===== config.mk =====
export PLATFORM = sky130hd
export DESIGN_NAME = plbu_ram
export DESIGN_NICKNAME = d
export VERILOG_FILES = /design/src/hdl/plbu_ram.sv
export SDC_FILE = /design/constraint.sdc
export NUM_CORES = 1
export LEC_CHECK = 0
export ABC_AREA = 1
export BUFFER_PORTS_ARGS = -buffer_cell sky130_fd_sc_hd__buf_2
export CAP_MARGIN = 10
export CELL_PAD_IN_SITES_DETAIL_PLACEMENT = 2
export CELL_PAD_IN_SITES_GLOBAL_PLACEMENT = 2
export CORE_ASPECT_RATIO = 1.4
export CORE_MARGIN = 2
export CORE_UTILIZATION = 40
export DETAILED_ROUTE_END_ITERATION = 8
export GPL_TIMING_DRIVEN = 0
export PLACE_DENSITY_LB_ADDON = 0.2
export SLEW_MARGIN = 20
export SYNTH_ARGS = -nofsm -noshare
export SYNTH_HDL_FRONTEND = slang
export SYNTH_SLANG_ARGS = --single-unit

===== constraint.sdc =====
create_clock -name clk -period 4.1 [get_ports clk]
set_clock_uncertainty 0.15 [all_clocks]
set_input_delay 0.82 -clock clk [delete_from_list [all_inputs] [get_ports clk]]
set_output_delay 0.82 -clock clk [all_outputs]
set_load 0.1 [all_outputs]

===== src/hdl/plbu_ram.sv =====
// Generic single write port, single registered read port RAM.
// Depends on nothing.
module plbu_ram #(
  parameter int WIDTH = 8,
  parameter int DEPTH = 64,
  localparam int AW = (DEPTH > 1) ? $clog2(DEPTH) : 1
) (
  input  logic             clk,
  input  logic             we,
  input  logic [AW-1:0]    waddr,
  input  logic [WIDTH-1:0] wdata,
  input  logic [AW-1:0]    raddr,
  output logic [WIDTH-1:0] rdata
);

  logic [WIDTH-1:0] mem [DEPTH];
  logic [WIDTH-1:0] rdata_r;

  always_ff @(posedge clk) begin
    if (we) begin
      mem[waddr] <= wdata;
    end
    rdata_r <= mem[raddr];
  end

  assign rdata = rdata_r;

endmodule


==> results of run 1 <==
layer usage:
metal  vias to the layer above  track usage  part of all wire
met2                       442       0.5353              0.53
met3                       180      0.03441             0.039
met5                         -            0                 0
met4                         0       0.1663             0.064
met1                      7762       0.3357              0.37
li1                       6532            -                 -
cells by family (layout without fill, tap and decap cells):
family / Yosys count / count (layout) / synth area share
simple gates: 1160 / 1160 / 0.2318
buf+inv: 125 / 253 / 0.04022
flops: 520 / 520 / 0.7280
metrics by stage:
stage	worst slack, ns	hold WS [ns]	utilization	instances
finish	0.7230	0.4840	0.4576	2647
detailed placement	0.2581	0.7460	0.4254	2551
global placement	0.1281	0.7588	0.4221	2540
global route	0.7653	0.4700	0.4576	2647
floorplan	1.364	0.5717	-	1805
CTS	0.8997	0.4647	0.4576	2647
worst max path at each step:
stage	cells after the start	to	slack, ns	from
final	4	mem[29][5]	0.72	waddr[1]
after global routing	4	mem[29][5]	0.77	waddr[1]
after global placement	3	mem[55][2]	0.13	we
after floorplan	3	mem[48][0]	1.36	we
after detailed placement	4	mem[29][6]	0.26	waddr[1]
after CTS	4	mem[29][6]	0.90	waddr[1]
area by class of cell:
cell class,instances,area (sq um),area share
buffer,113,808.3,0.03337
clock buffer,66,1405,0.05802
clock inverter,30,299.0,0.01235
inverter,12,50.05,0.002066
multi-input combinational,1160,4996,0.2063
sequential,520,15530,0.6414
tap,714,893.4,0.03689
timing repair buffer,32,232.7,0.009609
placed cells by master, fill, tap and decap left out, drive strengths merged:
cell type	n
nand4	9
clkbuf	81
clkinvlp	4
inv	14
nor4	8
bufinv	5
dfxtp	8
clkinv	19
buf	130
nand3	439
nand2	648
edfxtp	512
nor2	56
state kept, by name (all words and copies together) (netlist names):
name / cells
mem: 512
rdata: 8
report_power, final:
part / switching, mW / total [mW] / internal, mW
Sequential: 0.0131 / 5.90 / 5.88
Clock: 2.11 / 4.85 / 2.75
Combinational: 0.739 / 0.947 / 0.208
Total: 2.86 / 11.7 / 8.84
critical path, cell delays in order:
cell and delay (ns):
clkbuf_1 0.25, inv_1 0.35, nand4_1 0.77, nor2_1 1.24
==> impl_metrics.yaml, run 1 <==
yosys:
  ys.flop_type: "edfxtp_1"
  syn_nets: 1827
  yosys_register_bits: 520
  netlist_top_cells_count: "nand2_1, edfxtp_1, nand3_1"
  synthDistinctLibCells: 16
  synth_seq_area_share: 0.7280
  synthesis.area_sq_um: 21340
  yosys-top-cells-area: "edfxtp_1, nand2_1, nand3_1, buf_6, nor2_1"
  synth_edf_count: 512
  netlist.top_cell.by_area: "edfxtp_1"
  yosysWarningCount: 0
  syn-instance-count: 1805
  post_synth_top_area_share: 0.7205
  most_used_standard_cell_by_instance_count_after_synthesis: "nand2_1"
  asyncSetResetFlopFracSynth: 0
  average_cell_area_after_synthesis_sq_um: 11.82
sta:
  rsz_0062_raised_after_global_routing: "no"
  setup_violations: 0
  finalCritPeriodShare: 0.8236
  hold_violations: 0
  fin_setup_tns_ns: 0
  worst_pin_slew_ns: 1.223
  timing.final.crit_period_ns: 3.377
  worst_slew_margin_rel: 0.1818
  fmax_mhz: 296.1
  slew_viol_final: 0
clock_tree:
  cts_resized: 0
  cts.reportedPaths.clkPinSlew_ns: 0.06
  clkSinkCount: 520
  cts_tree: "done"
  cts_hold_repair.buffers: 0
  clockRootBuffer: "clkbuf_16"
  cts-buffers-inserted: 52
  cts_buffer_depth: 3
  clock_h_tree_levels: 2
  worst_skew_pair.late_latency_ns: 0.61
  post-cts-setup-buffers: 0
final_layout:
  finalNetCount: 1913
  fillerInstances: 5359
  antenna_cells_inserted: 0
  area_added_between_synthesis_and_finish_pct: 13.50
  stdcell_area_sq_um: 24220
  drive_above_1_share: 0.1081
min_path:
  hold_path_class: "in -> reg"
  holdCritStartpoint: "wdata[5]"
  min_to: "mem[5][5]"
  min_delay_path_depth: 1
setup_path:
  arrival_ns: 3.45
  start_to_end_type_of_the_worst_setup_path: "in -> reg"
  crit_required_ns: 4.17
  critical_path.reg2reg.endpoint: "rdata[5]"
  worst_setup_path_start_kind: "primary input"
  worst_setup_path_end_kind: "flop"
  r2r_cells: 8
  r2r_setup_slack_ns: 2.33
  crit_reg_reg_startpoint: "mem[51][5]"
  crit_fanout: 9
route:
  drt-initial-drc-count: 1060
  drtPass1Iterations: 5
  vias: 14916
  postRouteAntennaNets: 0
  drcViolationCount: 0
  via_density: 5.635
  wl_per_cell_um: 30.15
  drt-total-wl_um: 79810
die:
  die_w_um: 199.2
  floorplan.die_area_sq_um: 55240
  initial_utilization: 0.4032
  row_count: 100
  top_level_ports: 30
  die_height_um: 277.3
  core_area_sq_um: 52930
run_status:
  status: "finished, final reports clean"
global_route:
  global_route_wire_length_before_repair_um: 115100
  overflow: 0
  first_global_vias: 16579
  antenna_found_initial: 1
  grtUsageTotal: 0.2962
  maximum_number_of_pins_on_one_net_before_global_route_repair: 65
placement:
  port-buffer-count: 21
  postPlaceCellArea_sq_um: 22520
  gp_routability_congestion: 0.8790
  post-dp-hpwl_um: 55270
power_and_ir_drop:
  power-per-cell-area_nw_per_um2: 482.9
  p_total_mw: 11.70
  power.static_leakage_nw: 8.716
  peakVddDrop_uv: 394.1
run:
  max_cap_violations: 0
Note: power is estimated with default switching activity, not from simulation.
==> run 2, diff against run 1 <==
--- a/config.mk
+++ b/config.mk
@@ -5,7 +5,7 @@
 export SDC_FILE = /design/constraint.sdc
 export NUM_CORES = 1
 export LEC_CHECK = 0
-export ABC_AREA = 1
+export ABC_AREA = 0
 export BUFFER_PORTS_ARGS = -buffer_cell sky130_fd_sc_hd__buf_2
 export CAP_MARGIN = 10
 export CELL_PAD_IN_SITES_DETAIL_PLACEMENT = 2
==> constraint.sdc (replaced) <==
create_clock -name clk -period 2.8 [get_ports clk]
set_clock_uncertainty 0.15 [all_clocks]
set_input_delay 0.56 -clock clk [delete_from_list [all_inputs] [get_ports clk]]
set_output_delay 0.56 -clock clk [all_outputs]
set_load 0.1 [all_outputs]
==> run 2 against run 1 <==
Against the previous run: synthesized area shrank 5.5%; via count shrank 34%; register-to-register slack got worse by 2.0 ns; first-iteration DRC count decreased by 23%; design area is 5.7% lower; die area shrank 5.4%; wire length down 29%; non-clock buffer count shrank 75; cell count decreased by 36%; power rose by 43%; clock power is 45% higher; critical path depth is 5 higher; largest power group unchanged; highest routed layer unchanged.
==> impl_metrics.yaml, run 2 <==
power_and_ir_drop:
  power.combinational.fraction: 0.061
  power-per-cell-area_nw_per_um2: 730.1
  p_sw_frac: 0.2155
  power.switching_mw: 3.593
  power.static_leakage_nw: 7.072
  internal_power_mw: 13.08
  pwr-share-seq: 0.518
  share_clk_of_total_power: 0.422
  peakVddDrop_uv: 550.6
setup_path:
  crit_reg_reg_startpoint: "mem[20][6]"
  family_of_cells_with_the_greatest_summed_delay_on_the_critical_path: "buffers and inverters"
  crit_slowest_cell: "mux4_2"
  ordered_list_of_cells_on_the_worst_path: "buf_4, buf_4, buf_4, buf_4, mux4_2, mux2i_1, a21oi_1, o21ai_1, o41ai_1"
  max_stage_delay_ns: 0.38
  worst_setup_path_start_kind: "primary input"
  path_common_cell: "buf_4"
  worstPathBufferInverterCount: 4
  crit_fanout: 10
  crit_required_ns: 3.08
  critical_path_cell_count: 9
  start_to_end_type_of_the_worst_setup_path: "in -> reg"
  arrival_ns: 3.03
  worst_setup_path_end_kind: "flop"
  r2r_cells: 5
  start_point_of_the_critical_path: "raddr[1]"
min_path:
  holdCritStartpoint: "raddr[5]"
  min_delay_path_depth: 2
  hold_path_class: "in -> reg"
placement:
  post-dp-hpwl_um: 37670
  postPlaceCellArea_sq_um: 21100
  port-buffer-count: 21
  gp_routability_congestion: 0.8091
sta:
  worst_pin_slew_ns: 1.130
  final.hold.worst_slack_ns: 0.2534
  timing.final.crit_period_ns: 2.750
  finalCritPeriodShare: 0.9820
  hold_violations: 0
  fin_setup_tns_ns: 0
  fmax_mhz: 363.7
  worst_slew_margin_rel: 0.2440
  slew_viol_final: 0
  setup_violations: 0
  rsz_0062_raised_after_global_routing: "no"
yosys:
  ys.flop_type: "edfxtp_1"
  synthDistinctLibCells: 40
  synthesis.area_sq_um: 20170
  average_cell_area_after_synthesis_sq_um: 21.45
  netlist.top_cell.by_area: "edfxtp_1"
  syn-instance-count: 940
  most_used_standard_cell_by_instance_count_after_synthesis: "edfxtp_1"
  syn_nets: 962
  synth_edf_count: 512
  netlist_top_cells_count: "edfxtp_1, mux4_2, nor2_1"
  synth_seq_area_share: 0.7703
  yosys_register_bits: 520
  post_synth_top_area_share: 0.7624
  asyncSetResetFlopFracSynth: 0
  yosys-top-cells-area: "edfxtp_1, mux4_2, nor2_1, mux2i_1, dfxtp_1"
  yosysWarningCount: 0
final_layout:
  antenna_cells_inserted: 0
  final_core_util: 0.4578
  layout_commonest_cell: "edfxtp_1"
  area_added_between_synthesis_and_finish_pct: 13.23
  stdcell_area_sq_um: 22840
  finalNetCount: 1033
  regMostFlops: "mem"
  largest_register_ffs: 512
  drive_above_1_share: 0.2624
  highest_count_cells_in_the_layout_ignoring_fill_and_taps: "edfxtp_1, mux4_2, nor2_1, clkbuf_16, clkbuf_1"
route:
  drcViolationCount: 0
  via_density: 5.764
  drt-total-wl_um: 57030
  drtPass1Iterations: 5
  wl_per_cell_um: 33.64
  vias: 9770
  postRouteAntennaNets: 0
  drt-initial-drc-count: 816
die:
  die_height_um: 269.7
  row_count: 97
  die_w_um: 193.8
  core_area_sq_um: 49880
  top_level_ports: 30
  initial_utilization: 0.4043
  floorplan.die_area_sq_um: 52250
clock_tree:
  cts_buffer_depth: 3
  clock_h_tree_levels: 2
  clockRootBuffer: "clkbuf_16"
  clkSinkCount: 520
  post-cts-setup-buffers: 0
  cts-buffers-inserted: 50
  cts.reportedPaths.clkPinSlew_ns: 0.06
  cts_resized: 8
  worst_skew_pair.late_latency_ns: 0.58
  cts_tree: "done"
  cts_hold_repair.buffers: 0
global_route:
  antenna_found_initial: 1
  overflow: 0
  global_route_wire_length_before_repair_um: 81280
  grtUsageTotal: 0.2209
  maximum_number_of_pins_on_one_net_before_global_route_repair: 65
  first_global_vias: 10826
run:
  max_cap_violations: 0
run_status:
  status: "finished, final reports clean"
## run 2: through the flow
stage	setup slack, ns	cells	power [mW]
floorplan	0.4223	940	9.364
global placement	-0.8897	1604	9.792
finish	0.05032	1695	16.67
global route	0.02589	1695	17.09
detailed placement	-0.9882	1604	9.826
CTS	0.003929	1696	16.83
## run 2: final cells by class
class                      count  area (sq um)
fill                        4385         27050
buffer                        49         322.8
clock inverter                18         219.0
sequential                   520         15530
tap                          643         804.5
multi-input combinational    369          4330
timing repair buffer          21         125.1
clock buffer                  75          1499
## run 2: layer usage
metal,wire [um],vias to the layer above,track usage,share of wire
met3,2283,97,0.02464,0.040
met1,21460,5307,0.2644,0.38
met2,30830,293,0.4047,0.54
li1,-,4073,-,-
met5,0,-,0,0
met4,2463,0,0.08980,0.043
## run 2: path summary, 6_finish.rpt
path | endpoint | slack [ns]
min | rdata[3] | 0.25
max | rdata[5] | 0.05
min reg2reg | rdata[7] | 0.76
max reg2reg | rdata[6] | 0.35
## run 2: kinds of logic (layout without fill, tap and decap cells)
| group | count (synthesis) | in the layout | share of synthesized area |
|---|---|---|---|
| AO/OA/AOI/OAI | 54 | 54 | 0.02072 |
| buffers and inverters | 51 | 163 | 0.01570 |
| flip-flops | 520 | 520 | 0.7703 |
| multiplexers | 162 | 162 | 0.1594 |
| AND/OR/NAND/NOR | 153 | 153 | 0.03387 |
## run 2: power groups by stage
stage | logic [mW] | clock network (mW) | registers [mW]
4_1_cts | 1.03 | 7.17 | 8.63
5_1_grt | 1.06 | 7.40 | 8.63
3_5_place_dp | 1.03 | 0 | 8.80
2_1_floorplan | 0.459 | 0 | 8.90
3_3_place_gp | 0.996 | 0 | 8.80
6_report | 1.01 | 7.03 | 8.63
